--- src/hw/rtl/hsw_pkg.sv ---
// Shared constants, types and the sine lookup for the hum and swing synthesizer.
package hsw_pkg;

  // Sample clock of the audio stream.
  localparam int unsigned SAMPLE_RATE_HZ = 16000;

  // Field widths
  localparam int FREQ_W   = 13;
  localparam int GAIN_W   = 7;
  localparam int PHASE_W  = 32;
  localparam int POS_W    = 24;
  localparam int MS_W     = 16;
  localparam int LEVEL_W  = 8;
  localparam int NOISE_W  = 16;
  localparam int ACTION_W = 1;

  // Configuration port
  localparam int CFG_IDX_W  = 3;
  localparam int CFG_DATA_W = 13;

  localparam logic [CFG_IDX_W-1:0] REG_HUM_FREQ_A       = 3'd0;
  localparam logic [CFG_IDX_W-1:0] REG_HUM_FREQ_B       = 3'd1;
  localparam logic [CFG_IDX_W-1:0] REG_VIBRATO_FREQ     = 3'd2;
  localparam logic [CFG_IDX_W-1:0] REG_SWEEP_START_FREQ = 3'd3;
  localparam logic [CFG_IDX_W-1:0] REG_SWEEP_END_FREQ   = 3'd4;
  localparam logic [CFG_IDX_W-1:0] REG_SWING_TONE_GAIN  = 3'd5;
  localparam logic [CFG_IDX_W-1:0] REG_SWING_NOISE_GAIN = 3'd6;

  localparam logic [FREQ_W-1:0] RST_HUM_FREQ_A       = 13'd60;
  localparam logic [FREQ_W-1:0] RST_HUM_FREQ_B       = 13'd63;
  localparam logic [FREQ_W-1:0] RST_VIBRATO_FREQ     = 13'd4;
  localparam logic [FREQ_W-1:0] RST_SWEEP_START_FREQ = 13'd300;
  localparam logic [FREQ_W-1:0] RST_SWEEP_END_FREQ   = 13'd1500;
  localparam logic [GAIN_W-1:0] RST_SWING_TONE_GAIN  = 7'd60;
  localparam logic [GAIN_W-1:0] RST_SWING_NOISE_GAIN = 7'd80;

  // Action codes
  localparam logic [ACTION_W-1:0] ACT_TICK    = 1'b0;
  localparam logic [ACTION_W-1:0] ACT_TRIGGER = 1'b1;

  // Noise generator
  localparam logic [NOISE_W-1:0] NOISE_SEED = 16'hACE1;
  localparam logic [NOISE_W-1:0] NOISE_TAPS = 16'hB400;

  // Mix constants
  localparam logic [7:0] HUM_GAIN       = 8'd55;
  localparam logic [7:0] HUM_NOISE_GAIN = 8'd25;
  localparam logic [7:0] ENV_FULL       = 8'd255;
  localparam logic [MS_W-1:0] DEFAULT_MS = 16'd100;

  // Serial divider sizing
  localparam int DIV_NUM_W = 45;
  localparam int DIV_DEN_W = 24;
  localparam int DIV_CNT_W = 6;

  localparam logic [DIV_DEN_W-1:0] DEN_STEP = DIV_DEN_W'(SAMPLE_RATE_HZ);
  localparam logic [DIV_DEN_W-1:0] DEN_PCT  = 24'd100;
  localparam logic [DIV_DEN_W-1:0] DEN_ENV  = 24'd255;
  localparam logic [DIV_DEN_W-1:0] DEN_MS   = 24'd1000;
  localparam logic [MS_W-1:0]      RATE16   = MS_W'(SAMPLE_RATE_HZ);

  typedef struct packed {
    logic                 start;
    logic [DIV_NUM_W-1:0] numer;   // left aligned
    logic [DIV_DEN_W-1:0] denom;
    logic [DIV_CNT_W-1:0] nbits;
  } div_req_t;

  typedef struct packed {
    logic                 busy;
    logic [DIV_NUM_W-1:0] quot;
  } div_rsp_t;

  typedef struct packed {
    logic [FREQ_W-1:0] hum_freq_a;
    logic [FREQ_W-1:0] hum_freq_b;
    logic [FREQ_W-1:0] vibrato_freq;
    logic [FREQ_W-1:0] sweep_start_freq;
    logic [FREQ_W-1:0] sweep_end_freq;
    logic [GAIN_W-1:0] swing_tone_gain;
    logic [GAIN_W-1:0] swing_noise_gain;
  } hsw_cfg_t;

  // First quadrant of round(128 + 127*sin), offsets from the midpoint
  localparam logic [7:0] QUARTER_SINE [0:64] = '{
    8'd0,   8'd3,   8'd6,   8'd9,   8'd12,  8'd16,  8'd19,  8'd22,
    8'd25,  8'd28,  8'd31,  8'd34,  8'd37,  8'd40,  8'd43,  8'd46,
    8'd49,  8'd51,  8'd54,  8'd57,  8'd60,  8'd63,  8'd65,  8'd68,
    8'd71,  8'd73,  8'd76,  8'd78,  8'd81,  8'd83,  8'd85,  8'd88,
    8'd90,  8'd92,  8'd94,  8'd96,  8'd98,  8'd100, 8'd102, 8'd104,
    8'd106, 8'd107, 8'd109, 8'd111, 8'd112, 8'd113, 8'd115, 8'd116,
    8'd117, 8'd118, 8'd120, 8'd121, 8'd122, 8'd122, 8'd123, 8'd124,
    8'd125, 8'd125, 8'd126, 8'd126, 8'd126, 8'd127, 8'd127, 8'd127,
    8'd127
  };

  // Sine level from the top eight phase bits, mirrored over four quadrants
  function automatic logic [7:0] sine_at(input logic [PHASE_W-1:0] phase);
    logic [5:0] r;
    logic [1:0] quad;
    logic [6:0] ti;
    logic [7:0] d;
    r    = phase[29:24];
    quad = phase[31:30];
    ti   = quad[0] ? (7'd64 - {1'b0, r}) : {1'b0, r};
    d    = QUARTER_SINE[ti];
    return quad[1] ? (8'd128 - d) : (8'd128 + d);
  endfunction

endpackage

--- src/hw/rtl/hsw_if.sv ---
// Request and result channel interfaces of the synthesizer.
interface hsw_req_if;
  logic                           valid;
  logic                           ready;
  logic [hsw_pkg::ACTION_W-1:0]   action;
  logic [hsw_pkg::MS_W-1:0]       duration_ms;

  modport source (output valid, action, duration_ms, input ready);
  modport sink (input valid, action, duration_ms, output ready);
endinterface

interface hsw_rsp_if;
  logic                           valid;
  logic                           ready;
  logic [hsw_pkg::LEVEL_W-1:0]    pwm_level;
  logic                           swing_playing;

  modport source (output valid, pwm_level, swing_playing, input ready);
  modport sink (input valid, pwm_level, swing_playing, output ready);
endinterface

--- src/hw/rtl/hum_and_swing_sound_synth.sv ---
// Hum and swing sound synthesizer: one 8-bit PWM level per tick request. A swing tick
// skips the sweep division when the sweep holds at its start frequency. The work runs
// on one shared divider that makes one quotient bit per cycle; it handles every
// increment, sweep frequency, envelope and percent gain. One request is worked on at
// a time; a finished level waits in the output register while the next request is
// taken. Configuration writes are registered and are meant for idle time.
module hum_and_swing_sound_synth (
  input  logic                            clk,
  input  logic                            rst,
  input  logic                            cfg_wr_en,
  input  logic [hsw_pkg::CFG_IDX_W-1:0]   cfg_index,
  input  logic [hsw_pkg::CFG_DATA_W-1:0]  cfg_data,
  hsw_req_if.sink                         req,
  hsw_rsp_if.source                       rsp
);

  // Sequencer states
  localparam logic [4:0] ST_IDLE      = 5'd0;
  localparam logic [4:0] ST_TRIG      = 5'd1;
  localparam logic [4:0] ST_SW_FREQ   = 5'd2;
  localparam logic [4:0] ST_SW_STEP   = 5'd3;
  localparam logic [4:0] ST_SW_ENV    = 5'd4;
  localparam logic [4:0] ST_SW_TONE   = 5'd5;
  localparam logic [4:0] ST_SW_NOISE  = 5'd6;
  localparam logic [4:0] ST_SW_SCALE  = 5'd7;
  localparam logic [4:0] ST_HM_VIB    = 5'd8;
  localparam logic [4:0] ST_HM_A      = 5'd9;
  localparam logic [4:0] ST_HM_A_MUL  = 5'd10;
  localparam logic [4:0] ST_HM_A_ADD  = 5'd11;
  localparam logic [4:0] ST_HM_B      = 5'd12;
  localparam logic [4:0] ST_HM_B_MUL  = 5'd13;
  localparam logic [4:0] ST_HM_B_ADD  = 5'd14;
  localparam logic [4:0] ST_HM_MIX_A  = 5'd15;
  localparam logic [4:0] ST_HM_MIX_B  = 5'd16;
  localparam logic [4:0] ST_HM_MIX_N  = 5'd17;
  localparam logic [4:0] ST_OUT       = 5'd18;

  localparam logic [hsw_pkg::DIV_CNT_W-1:0] NB_STEP  = 6'd45;
  localparam logic [hsw_pkg::DIV_CNT_W-1:0] NB_SWEEP = 6'd37;
  localparam logic [hsw_pkg::DIV_CNT_W-1:0] NB_WORD  = 6'd32;
  localparam logic [hsw_pkg::DIV_CNT_W-1:0] NB_SMALL = 6'd17;

  hsw_pkg::hsw_cfg_t cfg;
  hsw_pkg::div_req_t div_req;
  hsw_pkg::div_rsp_t div_rsp;

  // Sequencer and model state
  logic [4:0]                       state;
  logic                             issued;
  logic [hsw_pkg::PHASE_W-1:0]      phase_a;
  logic [hsw_pkg::PHASE_W-1:0]      phase_b;
  logic [hsw_pkg::PHASE_W-1:0]      vphase;
  logic [hsw_pkg::NOISE_W-1:0]      noise;
  logic                             swing_on;
  logic [hsw_pkg::POS_W-1:0]        pos;
  logic [hsw_pkg::POS_W-1:0]        len;

  // Scratch registers of one request
  logic [hsw_pkg::MS_W-1:0]         dur;
  logic [hsw_pkg::FREQ_W-1:0]       freq_sw;
  logic [hsw_pkg::PHASE_W-1:0]      inc;
  logic [7:0]                       env;
  logic signed [2:0]                off;
  logic signed [35:0]               prod;
  logic signed [11:0]               acc;
  logic [hsw_pkg::LEVEL_W-1:0]      lvl;
  logic                             lvl_swing;

  // Output register
  logic                             out_valid;
  logic [hsw_pkg::LEVEL_W-1:0]      out_level;
  logic                             out_swing;

  // Combinational helpers
  logic                             op_state;
  logic                             op_done;
  logic [hsw_pkg::POS_W-1:0]        len_eff;
  logic [hsw_pkg::MS_W-1:0]         ms_eff;
  logic [31:0]                      ms_prod;
  logic [hsw_pkg::FREQ_W-1:0]       sweep_span;
  logic                             sweep_up;
  logic [36:0]                      sweep_prod;
  logic [31:0]                      env_prod;
  logic signed [11:0]               sval;
  logic signed [11:0]               sval_neg;
  logic [8:0]                       sabs;
  logic [7:0]                       small_k;
  logic [16:0]                      small_mag;
  logic signed [11:0]               q_small;
  logic signed [11:0]               small_res;
  logic [hsw_pkg::NOISE_W-1:0]      noise_next;
  logic [hsw_pkg::POS_W-1:0]        tq;
  logic [hsw_pkg::POS_W-1:0]        len_new;
  logic [hsw_pkg::POS_W-1:0]        pos_inc;
  logic [hsw_pkg::PHASE_W-1:0]      vphase_new;
  logic [7:0]                       vib_sine;
  logic signed [35:0]               prod_adj;
  logic signed [35:0]               delta36;
  logic [hsw_pkg::PHASE_W-1:0]      delta;
  logic [7:0]                       tone;
  logic [7:0]                       hum_a;
  logic [7:0]                       hum_b;

  // Level relative to the midpoint, as a signed byte
  function automatic logic signed [11:0] centered(input logic [7:0] x);
    logic signed [7:0] c;
    c = $signed({~x[7], x[6:0]});
    return 12'(c);
  endfunction

  // Back to 0..255 around the midpoint
  function automatic logic [7:0] clamp_level(input logic signed [11:0] v);
    logic signed [11:0] s;
    s = v + 12'sd128;
    if (s < 12'sd0) begin
      return 8'd0;
    end else if (s > 12'sd255) begin
      return 8'd255;
    end
    return s[7:0];
  endfunction

  hsw_regs u_regs (
    .clk       (clk),
    .rst       (rst),
    .cfg_wr_en (cfg_wr_en),
    .cfg_index (cfg_index),
    .cfg_data  (cfg_data),
    .cfg       (cfg)
  );

  hsw_div u_div (
    .clk (clk),
    .rst (rst),
    .req (div_req),
    .rsp (div_rsp)
  );

  // Operand preparation
  assign len_eff    = (len == '0) ? hsw_pkg::POS_W'(1) : len;
  assign ms_eff     = (dur == '0) ? hsw_pkg::DEFAULT_MS : dur;
  assign ms_prod    = 32'(ms_eff) * 32'(hsw_pkg::RATE16);
  assign sweep_up   = (cfg.sweep_end_freq > cfg.sweep_start_freq);
  assign sweep_span = cfg.sweep_end_freq - cfg.sweep_start_freq;
  assign sweep_prod = 37'(sweep_span) * 37'(pos);
  assign env_prod   = 32'(len_eff - pos) * 32'(hsw_pkg::ENV_FULL);
  assign noise_next = (noise >> 1) ^ (noise[0] ? hsw_pkg::NOISE_TAPS : '0);
  assign tone       = hsw_pkg::sine_at(phase_a);
  assign hum_a      = hsw_pkg::sine_at(phase_a);
  assign hum_b      = hsw_pkg::sine_at(phase_b);

  // Signed operand and gain of the percent and envelope steps
  always_comb begin
    sval    = '0;
    small_k = '0;
    case (state)
      ST_SW_TONE: begin
        sval    = centered(tone);
        small_k = 8'(cfg.swing_tone_gain);
      end
      ST_SW_NOISE: begin
        sval    = centered(noise[7:0]);
        small_k = 8'(cfg.swing_noise_gain);
      end
      ST_SW_SCALE: begin
        sval    = acc;
        small_k = env;
      end
      ST_HM_MIX_A: begin
        sval    = centered(hum_a);
        small_k = hsw_pkg::HUM_GAIN;
      end
      ST_HM_MIX_B: begin
        sval    = centered(hum_b);
        small_k = hsw_pkg::HUM_GAIN;
      end
      ST_HM_MIX_N: begin
        sval    = centered(noise[7:0]);
        small_k = hsw_pkg::HUM_NOISE_GAIN;
      end
      default: ;
    endcase
  end

  // Divide magnitudes, then restore the sign: truncation toward zero
  assign sval_neg  = -sval;
  assign sabs      = sval[11] ? sval_neg[8:0] : sval[8:0];
  assign small_mag = 17'(sabs) * 17'(small_k);
  assign q_small   = $signed({2'b00, div_rsp.quot[9:0]});
  assign small_res = sval[11] ? -q_small : q_small;

  // Divider request per state
  assign op_state = state inside {ST_TRIG, ST_SW_FREQ, ST_SW_STEP, ST_SW_ENV, ST_SW_TONE,
                                  ST_SW_NOISE, ST_SW_SCALE, ST_HM_VIB, ST_HM_A, ST_HM_B,
                                  ST_HM_MIX_A, ST_HM_MIX_B, ST_HM_MIX_N};
  assign op_done  = issued && !div_rsp.busy;

  always_comb begin
    div_req.start = op_state && !issued && !((state == ST_SW_FREQ) && !sweep_up);
    div_req.numer = {small_mag, 28'b0};
    div_req.denom = hsw_pkg::DEN_PCT;
    div_req.nbits = NB_SMALL;
    case (state)
      ST_TRIG: begin
        div_req.numer = {ms_prod, 13'b0};
        div_req.denom = hsw_pkg::DEN_MS;
        div_req.nbits = NB_WORD;
      end
      ST_SW_FREQ: begin
        div_req.numer = {sweep_prod, 8'b0};
        div_req.denom = len_eff;
        div_req.nbits = NB_SWEEP;
      end
      ST_SW_STEP: begin
        div_req.numer = {freq_sw, 32'b0};
        div_req.denom = hsw_pkg::DEN_STEP;
        div_req.nbits = NB_STEP;
      end
      ST_SW_ENV: begin
        div_req.numer = {env_prod, 13'b0};
        div_req.denom = len_eff;
        div_req.nbits = NB_WORD;
      end
      ST_HM_VIB: begin
        div_req.numer = {cfg.vibrato_freq, 32'b0};
        div_req.denom = hsw_pkg::DEN_STEP;
        div_req.nbits = NB_STEP;
      end
      ST_HM_A: begin
        div_req.numer = {cfg.hum_freq_a, 32'b0};
        div_req.denom = hsw_pkg::DEN_STEP;
        div_req.nbits = NB_STEP;
      end
      ST_HM_B: begin
        div_req.numer = {cfg.hum_freq_b, 32'b0};
        div_req.denom = hsw_pkg::DEN_STEP;
        div_req.nbits = NB_STEP;
      end
      ST_SW_SCALE: div_req.denom = hsw_pkg::DEN_ENV;
      default: ;
    endcase
  end

  // Trigger length, at least one sample
  assign tq      = div_rsp.quot[hsw_pkg::POS_W-1:0];
  assign len_new = (tq == '0) ? hsw_pkg::POS_W'(1) : tq;
  assign pos_inc = pos + hsw_pkg::POS_W'(1);

  // Vibrato offset (v >> 5) - 4 is the top three sine bits with the MSB flipped
  assign vphase_new = vphase + div_rsp.quot[hsw_pkg::PHASE_W-1:0];
  assign vib_sine   = hsw_pkg::sine_at(vphase_new);

  // Increment wobble: product / 128 truncated toward zero
  assign prod_adj = prod[35] ? (prod + 36'sd127) : prod;
  assign delta36  = prod_adj >>> 7;
  assign delta    = delta36[hsw_pkg::PHASE_W-1:0];

  // Sequencer with the synthesizer state
  always_ff @(posedge clk) begin
    if (rst) begin
      state     <= ST_IDLE;
      issued    <= 1'b0;
      phase_a   <= '0;
      phase_b   <= '0;
      vphase    <= '0;
      noise     <= hsw_pkg::NOISE_SEED;
      swing_on  <= 1'b0;
      pos       <= '0;
      len       <= '0;
    end else begin
      if (op_state) begin
        if (div_req.start) begin
          issued <= 1'b1;
        end else if (op_done) begin
          issued <= 1'b0;
        end
      end
      case (state)
        ST_IDLE: begin
          if (req.valid) begin
            if (req.action == hsw_pkg::ACT_TRIGGER) begin
              dur   <= req.duration_ms;
              state <= ST_TRIG;
            end else begin
              noise <= noise_next;
              state <= swing_on ? ST_SW_FREQ : ST_HM_VIB;
            end
          end
        end
        ST_TRIG: begin
          if (op_done) begin
            len      <= len_new;
            pos      <= '0;
            swing_on <= 1'b1;
            state    <= ST_IDLE;
          end
        end
        ST_SW_FREQ: begin
          if (!sweep_up) begin
            freq_sw <= cfg.sweep_start_freq;
            state   <= ST_SW_STEP;
          end else if (op_done) begin
            freq_sw <= cfg.sweep_start_freq + div_rsp.quot[hsw_pkg::FREQ_W-1:0];
            state   <= ST_SW_STEP;
          end
        end
        ST_SW_STEP: begin
          if (op_done) begin
            phase_a <= phase_a + div_rsp.quot[hsw_pkg::PHASE_W-1:0];
            state   <= ST_SW_ENV;
          end
        end
        ST_SW_ENV: begin
          if (op_done) begin
            env   <= div_rsp.quot[7:0];
            state <= ST_SW_TONE;
          end
        end
        ST_SW_TONE: begin
          if (op_done) begin
            acc   <= small_res;
            state <= ST_SW_NOISE;
          end
        end
        ST_SW_NOISE: begin
          if (op_done) begin
            acc   <= acc + small_res;
            state <= ST_SW_SCALE;
          end
        end
        ST_SW_SCALE: begin
          if (op_done) begin
            lvl       <= clamp_level(small_res);
            lvl_swing <= 1'b1;
            // Advance the swing; it ends after its last sample
            if ((pos_inc >= len_eff) || (pos_inc == '0)) begin
              swing_on <= 1'b0;
              pos      <= '0;
              len      <= '0;
            end else begin
              pos <= pos_inc;
            end
            state <= ST_OUT;
          end
        end
        ST_HM_VIB: begin
          if (op_done) begin
            vphase <= vphase_new;
            off    <= $signed({~vib_sine[7], vib_sine[6:5]});
            state  <= ST_HM_A;
          end
        end
        ST_HM_A: begin
          if (op_done) begin
            inc   <= div_rsp.quot[hsw_pkg::PHASE_W-1:0];
            state <= ST_HM_A_MUL;
          end
        end
        ST_HM_A_MUL: begin
          prod  <= $signed({{4{inc[31]}}, inc}) * $signed({{33{off[2]}}, off});
          state <= ST_HM_A_ADD;
        end
        ST_HM_A_ADD: begin
          phase_a <= phase_a + inc + delta;
          state   <= ST_HM_B;
        end
        ST_HM_B: begin
          if (op_done) begin
            inc   <= div_rsp.quot[hsw_pkg::PHASE_W-1:0];
            state <= ST_HM_B_MUL;
          end
        end
        ST_HM_B_MUL: begin
          prod  <= $signed({{4{inc[31]}}, inc}) * $signed({{33{off[2]}}, off});
          state <= ST_HM_B_ADD;
        end
        ST_HM_B_ADD: begin
          phase_b <= phase_b + inc + delta;
          state   <= ST_HM_MIX_A;
        end
        ST_HM_MIX_A: begin
          if (op_done) begin
            acc   <= small_res;
            state <= ST_HM_MIX_B;
          end
        end
        ST_HM_MIX_B: begin
          if (op_done) begin
            acc   <= acc + small_res;
            state <= ST_HM_MIX_N;
          end
        end
        ST_HM_MIX_N: begin
          if (op_done) begin
            lvl       <= clamp_level(acc + small_res);
            lvl_swing <= 1'b0;
            state     <= ST_OUT;
          end
        end
        ST_OUT: begin
          if (!out_valid || rsp.ready) begin
            state <= ST_IDLE;
          end
        end
        default: state <= ST_IDLE;
      endcase
    end
  end

  // Output register: holds a level until it is taken
  always_ff @(posedge clk) begin
    if (rst) begin
      out_valid <= 1'b0;
    end else if ((state == ST_OUT) && (!out_valid || rsp.ready)) begin
      out_valid <= 1'b1;
    end else if (rsp.ready) begin
      out_valid <= 1'b0;
    end
  end

  always_ff @(posedge clk) begin
    if ((state == ST_OUT) && (!out_valid || rsp.ready)) begin
      out_level <= lvl;
      out_swing <= lvl_swing;
    end
  end

  assign req.ready         = (state == ST_IDLE);
  assign rsp.valid         = out_valid;
  assign rsp.pwm_level     = out_level;
  assign rsp.swing_playing = out_swing;

endmodule

--- src/hw/rtl/hsw_regs.sv ---
// Configuration register file of the synthesizer.
module hsw_regs (
  input  logic                             clk,
  input  logic                             rst,
  input  logic                             cfg_wr_en,
  input  logic [hsw_pkg::CFG_IDX_W-1:0]    cfg_index,
  input  logic [hsw_pkg::CFG_DATA_W-1:0]   cfg_data,
  output hsw_pkg::hsw_cfg_t                cfg
);

  // Register writes, indexed by position in the register list
  always_ff @(posedge clk) begin
    if (rst) begin
      cfg.hum_freq_a       <= hsw_pkg::RST_HUM_FREQ_A;
      cfg.hum_freq_b       <= hsw_pkg::RST_HUM_FREQ_B;
      cfg.vibrato_freq     <= hsw_pkg::RST_VIBRATO_FREQ;
      cfg.sweep_start_freq <= hsw_pkg::RST_SWEEP_START_FREQ;
      cfg.sweep_end_freq   <= hsw_pkg::RST_SWEEP_END_FREQ;
      cfg.swing_tone_gain  <= hsw_pkg::RST_SWING_TONE_GAIN;
      cfg.swing_noise_gain <= hsw_pkg::RST_SWING_NOISE_GAIN;
    end else if (cfg_wr_en) begin
      case (cfg_index)
        hsw_pkg::REG_HUM_FREQ_A:       cfg.hum_freq_a       <= cfg_data;
        hsw_pkg::REG_HUM_FREQ_B:       cfg.hum_freq_b       <= cfg_data;
        hsw_pkg::REG_VIBRATO_FREQ:     cfg.vibrato_freq     <= cfg_data;
        hsw_pkg::REG_SWEEP_START_FREQ: cfg.sweep_start_freq <= cfg_data;
        hsw_pkg::REG_SWEEP_END_FREQ:   cfg.sweep_end_freq   <= cfg_data;
        hsw_pkg::REG_SWING_TONE_GAIN:  cfg.swing_tone_gain  <= cfg_data[hsw_pkg::GAIN_W-1:0];
        hsw_pkg::REG_SWING_NOISE_GAIN: cfg.swing_noise_gain <= cfg_data[hsw_pkg::GAIN_W-1:0];
        default: ;
      endcase
    end
  end

endmodule

--- src/hw/rtl/hsw_div.sv ---
// Bit-serial restoring divider, one quotient bit per cycle, MSB first.
module hsw_div (
  input  logic                 clk,
  input  logic                 rst,
  input  hsw_pkg::div_req_t    req,
  output hsw_pkg::div_rsp_t    rsp
);

  logic                             busy;
  logic [hsw_pkg::DIV_CNT_W-1:0]    cnt;
  logic [hsw_pkg::DIV_NUM_W-1:0]    num_sr;
  logic [hsw_pkg::DIV_NUM_W-1:0]    quot;
  logic [hsw_pkg::DIV_DEN_W-1:0]    den;
  logic [hsw_pkg::DIV_DEN_W-1:0]    rem;
  logic [hsw_pkg::DIV_DEN_W:0]      trial;
  logic [hsw_pkg::DIV_DEN_W:0]      diff;
  logic                             fits;

  // Trial subtract of the shifted remainder
  assign trial = {rem, num_sr[hsw_pkg::DIV_NUM_W-1]};
  assign diff  = trial - {1'b0, den};
  assign fits  = (trial >= {1'b0, den});

  // Bit counter
  always_ff @(posedge clk) begin
    if (rst) begin
      busy <= 1'b0;
      cnt  <= '0;
    end else if (req.start) begin
      busy <= 1'b1;
      cnt  <= req.nbits;
    end else if (busy) begin
      cnt <= cnt - hsw_pkg::DIV_CNT_W'(1);
      if (cnt == hsw_pkg::DIV_CNT_W'(1)) begin
        busy <= 1'b0;
      end
    end
  end

  // Shift registers for dividend, remainder and quotient
  always_ff @(posedge clk) begin
    if (req.start) begin
      num_sr <= req.numer;
      den    <= req.denom;
      rem    <= '0;
      quot   <= '0;
    end else if (busy) begin
      num_sr <= {num_sr[hsw_pkg::DIV_NUM_W-2:0], 1'b0};
      rem    <= fits ? diff[hsw_pkg::DIV_DEN_W-1:0] : trial[hsw_pkg::DIV_DEN_W-1:0];
      quot   <= {quot[hsw_pkg::DIV_NUM_W-2:0], fits};
    end
  end

  assign rsp.busy = busy;
  assign rsp.quot = quot;

endmodule

--- src/flat_wrapper.sv ---
// flat-port wrapper written by rule: the top's interface ports become plain ports
module hum_and_swing_sound_synth_flat 
  (clk, rst, cfg_wr_en, cfg_index, cfg_data, req_valid, req_action, req_duration_ms, req_ready, rsp_valid, rsp_pwm_level, rsp_swing_playing, rsp_ready);
  hsw_req_if req_i ();
  hsw_rsp_if rsp_i ();
  input  logic clk;
  input  logic rst;
  input  logic cfg_wr_en;
  input  logic [hsw_pkg::CFG_IDX_W-1:0] cfg_index;
  input  logic [hsw_pkg::CFG_DATA_W-1:0] cfg_data;
  input wire logic [$bits(req_i.valid)-1:0] req_valid;
  input wire logic [$bits(req_i.action)-1:0] req_action;
  input wire logic [$bits(req_i.duration_ms)-1:0] req_duration_ms;
  output wire logic [$bits(req_i.ready)-1:0] req_ready;
  output wire logic [$bits(rsp_i.valid)-1:0] rsp_valid;
  output wire logic [$bits(rsp_i.pwm_level)-1:0] rsp_pwm_level;
  output wire logic [$bits(rsp_i.swing_playing)-1:0] rsp_swing_playing;
  input wire logic [$bits(rsp_i.ready)-1:0] rsp_ready;
  assign req_i.valid = req_valid;
  assign req_i.action = req_action;
  assign req_i.duration_ms = req_duration_ms;
  assign req_ready = req_i.ready;
  assign rsp_valid = rsp_i.valid;
  assign rsp_pwm_level = rsp_i.pwm_level;
  assign rsp_swing_playing = rsp_i.swing_playing;
  assign rsp_i.ready = rsp_ready;
  hum_and_swing_sound_synth u_core (.clk(clk), .rst(rst), .cfg_wr_en(cfg_wr_en), .cfg_index(cfg_index), .cfg_data(cfg_data), .req(req_i), .rsp(rsp_i));
endmodule
--- config.mk ---
export PLATFORM = sky130hd
export DESIGN_NAME = hum_and_swing_sound_synth_flat
export DESIGN_NICKNAME = d
export VERILOG_FILES = /design/src/hw/rtl/hsw_pkg.sv /design/src/hw/rtl/hsw_if.sv /design/src/hw/rtl/hum_and_swing_sound_synth.sv /design/src/hw/rtl/hsw_regs.sv /design/src/hw/rtl/hsw_div.sv /design/src/flat_wrapper.sv
export SDC_FILE = /design/constraint.sdc
export NUM_CORES = 2
export LEC_CHECK = 0
export ABC_AREA = 1
export BUFFER_PORTS_ARGS = -buffer_cell sky130_fd_sc_hd__buf_2
export CORE_MARGIN = 2
export CORE_UTILIZATION = 25
export DETAILED_ROUTE_END_ITERATION = 7
export SYNTH_ARGS = -nofsm -noshare
export SYNTH_HDL_FRONTEND = slang
export SYNTH_HIERARCHICAL = 1
export SYNTH_SLANG_ARGS = --single-unit
export TNS_END_PERCENT = 10
--- constraint.sdc ---
create_clock -name clk -period 9.1 [get_ports clk]
set_clock_uncertainty 0.2 [all_clocks]
set_input_delay 1.82 -clock clk [delete_from_list [all_inputs] [get_ports clk]]
set_output_delay 1.82 -clock clk [all_outputs]
set_load 0.005 [all_outputs]
==> results summary <==
The clock tree from TritonCTS is built. The count of final hold-check violations came out at 0. After detailed routing, the average wire length per cell comes to 16.20 um. The post-route cell area came out at 67,790 sq um. The number of cells on the worst reg-to-reg path is 46. The congestion estimate from routability-driven global placement came to 0.9653.

The area growth from synthesis to layout is 10.83%. Among all stages on the critical path, the largest delay is contributed by fa_1. The total track usage came out at 15.07%.

The combined area of all synthesized cells came out at 61,170 sq um. The cell that appears most often on the critical path is nand2_1. In this run the worst hold path is classified as register to register.

In this run the tightest slew margin relative to its limit is 18.81%. The number of global-route vias before repair came out at 51,445. The achievable clock frequency is 116.7 MHz. In this run the static leakage power is 34.01 nW. The worst hold path begins at u_core/lvl_swing. For hold timing, the worst endpoint is u_core/rsp.swing_playing. The average cell area after synthesis is 7.299 sq um. The violation count after the first detailed-route iteration is 4,292. For this design the ratio of total power to cell area is 139.5 nW/um^2. Setup repair after global routing could not meet its margin everywhere. The width of the die came out at 498.6 um. The routed design has 189.0 mm of wire. The CTS clock-pin slew for the worst setup and hold paths is 0.07 ns. The first-pass GRT wire length came out at 298.3 mm. Overall power consumption after layout is estimated at 9.456 mW. The CTS buffer count is 68. The buffer levels on the longest clock path is 3. The vias per cell came out at 4.565.

The count of TritonRoute iterations in the first routing pass came out at 7. The HPWL after detailed placement is 152.0 mm. VDD sags by at most 249.7 uV.

Setup violations remaining at the end of the flow were counted as 0. The worst setup path is captured at a register. The number of cells on the worst hold path is 0. Counting tap cells, the placed design contains a total of 11,533 instances. The count of antenna-violating nets left after detailed routing is 0.

In this run the vertical extent of the chip is 498.6 um. The root cell of the clock tree is clkbuf_16. The largest net degree at the start of global routing came out at 81.

The initial antenna violation count came out at 11. The warning count from the yosys run is 6. At the placement stage, the worst setup path has a slack of 0.1339 ns. The flow ran to the end, and the final reports show no timing, DRC or antenna violations. Clock latency on the worst-skew pair, taken at its later pin, is 0.69 ns.

The placed cell area is 65,340 sq um. The total overflow left after global routing is 0. The setup slack on the worst flop-to-flop path came out at 0.53 ns. The reg-to-reg startpoint is u_core/u_regs/cfg[29].

The biggest cell delay along the critical path is 0.51 ns. The least setup slack across all paths after layout came out at 0.5274 ns. The number of placement rows came out at 181.

Once layout is complete, the cells apart from fillers number 11,667. Max-cap violations in this run came to 0. The deepest level of the CTS H-tree is 3. For the worst setup path, the data required time is 9.32 ns. At the pin with the least slew margin, the transition time is 1.213 ns.

The core outline area is 243,200 sq um. The quantity of hold-fixing buffers added after cts came out at 0. The effective utilization at floorplan came out at 25.15%.

The worst register-to-register path ends at u_core/u_div/num_sr[42]. The final route contains 53,264 vias. Of all nets on the critical path, the largest fanout is 12. The total number of nets in the final design came out at 9,547. Cells with a size suffix above 1 make up 6.076% of the layout.

The critical path is of the register to register type. The total I/O pin count came out at 49. The clock period could shrink to 8.573 ns. STA classifies the critical path startpoint as a register. The count of pins over their slew limit is 0. The number of fill cells is 26,726.

The number of input and output port buffers inserted came out at 48. The synthesized instance count came out at 8,380. The overall die area came out at 248,600 sq um. The worst path arrival time is 8.79 ns. The CTS sink count came out at 516. The final routed DRC violation total came out at 0. The ratio of final minimum period to clock period came out at 94.20%.
-- worst max-delay path: cells and delay by family (launching register included) --
| family | cells | cell delay, ns |
|---|---|---|
| fa+ha+maj | 7 | 3.15 |
| simple gates | 23 | 2.82 |
| compound gates | 8 | 1.05 |
| buf+inv | 8 | 0.69 |
| flops | 1 | 0.38 |
-- metal layers --
metal / wire length, um / vias up / track usage (%)
li1: - / 26519 / -
met1: 86780 / 25051 / 20.78
met2: 84340 / 1440 / 24.18
met3: 10830 / 254 / 1.683
met4: 7084 / 0 / 5.463
met5: 0 / - / 0
-- stage by stage --
stage	hold WS (ns)	util, %	TNS (ns)
final	0.2173	27.87	0
after floorplan	0.2003	-	0
after detailed placement	0.2045	26.86	0
after CTS	0.2184	27.82	0
after global routing	0.2283	27.87	-0.06159
after global placement	0.2057	26.86	0
-- registers in the layout, summed over array words and instances, names as in the netlist, 16 cells and up --
signal,count
u_core/u_div/rem,24
u_core/dur,16
u_core/u_regs/cfg,79
u_core/len,24
u_core/vphase,32
u_core/u_div/quot,32
u_core/u_div/num_sr,45
u_core/phase_a,32
u_core/noise,16
u_core/phase_b,32
u_core/prod,35
u_core/pos,24
u_core/u_div/den,24
u_core/inc,32
-- repair_timing --
action | 4_1_cts | 5_1_grt
endpoints found under the hold margin | 0 | 0
setup endpoints to repair | 0 | 14
buffers inserted | 0 | 2
gates resized for setup | 0 | 35
-- layout by cell type (no fill, tap or decap), types with 47 or more instances in the layout --
master        n
nor2_1      673
or2_2        50
xnor2_1      85
dfxtp_1     308
a21oi_1     532
xor2_1      152
nand3_1     416
ha_1        557
o211ai_1     53
nand2_1    1878
fa_1        548
buf_4       125
o21ai_0     352
inv_1      1676
nand4_1      77
buf_2        47
nor3_1       57
clkbuf_16    68
edfxtp_1    206
-- where the power goes --
part / switching (mW) / total [mW] / internal [mW]
registers: 0.136 / 2.96 / 2.83
clock network: 1.24 / 2.86 / 1.61
logic: 2.55 / 3.63 / 1.08
total: 3.93 / 9.46 / 5.52
-- how the worst max path moves through the flow --
stage / startpoint / end / slack [ns] / cells past startpoint
floorplan: u_core/u_regs/cfg[28] / u_core/u_div/num_sr[43] / 1.19 / 46
global placement: u_core/len[23] / u_core/u_div/num_sr[42] / 0.28 / 43
detailed placement: u_core/len[23] / u_core/u_div/num_sr[42] / 0.13 / 43
CTS: u_core/len[23] / u_core/u_div/num_sr[42] / 0.12 / 43
global route: u_core/len[1] / u_core/u_div/num_sr[42] / -0.06 / 48
finish: u_core/u_regs/cfg[29] / u_core/u_div/num_sr[42] / 0.53 / 46
-- layout make-up --
type / count / area [sq um] / area share [%]
well taps: 3202 / 4006 / 5.910
inverters: 1721 / 6462 / 9.533
diodes: 6 / 15.01 / 0.02215
clock buffers: 89 / 1891 / 2.789
clock inverters: 37 / 437.9 / 0.6460
flip-flops and latches: 516 / 12390 / 18.28
multi-input cells: 5924 / 41410 / 61.09
repair buffers: 172 / 1174 / 1.731
No activity file was read; power rests on OpenSTA's default activity.
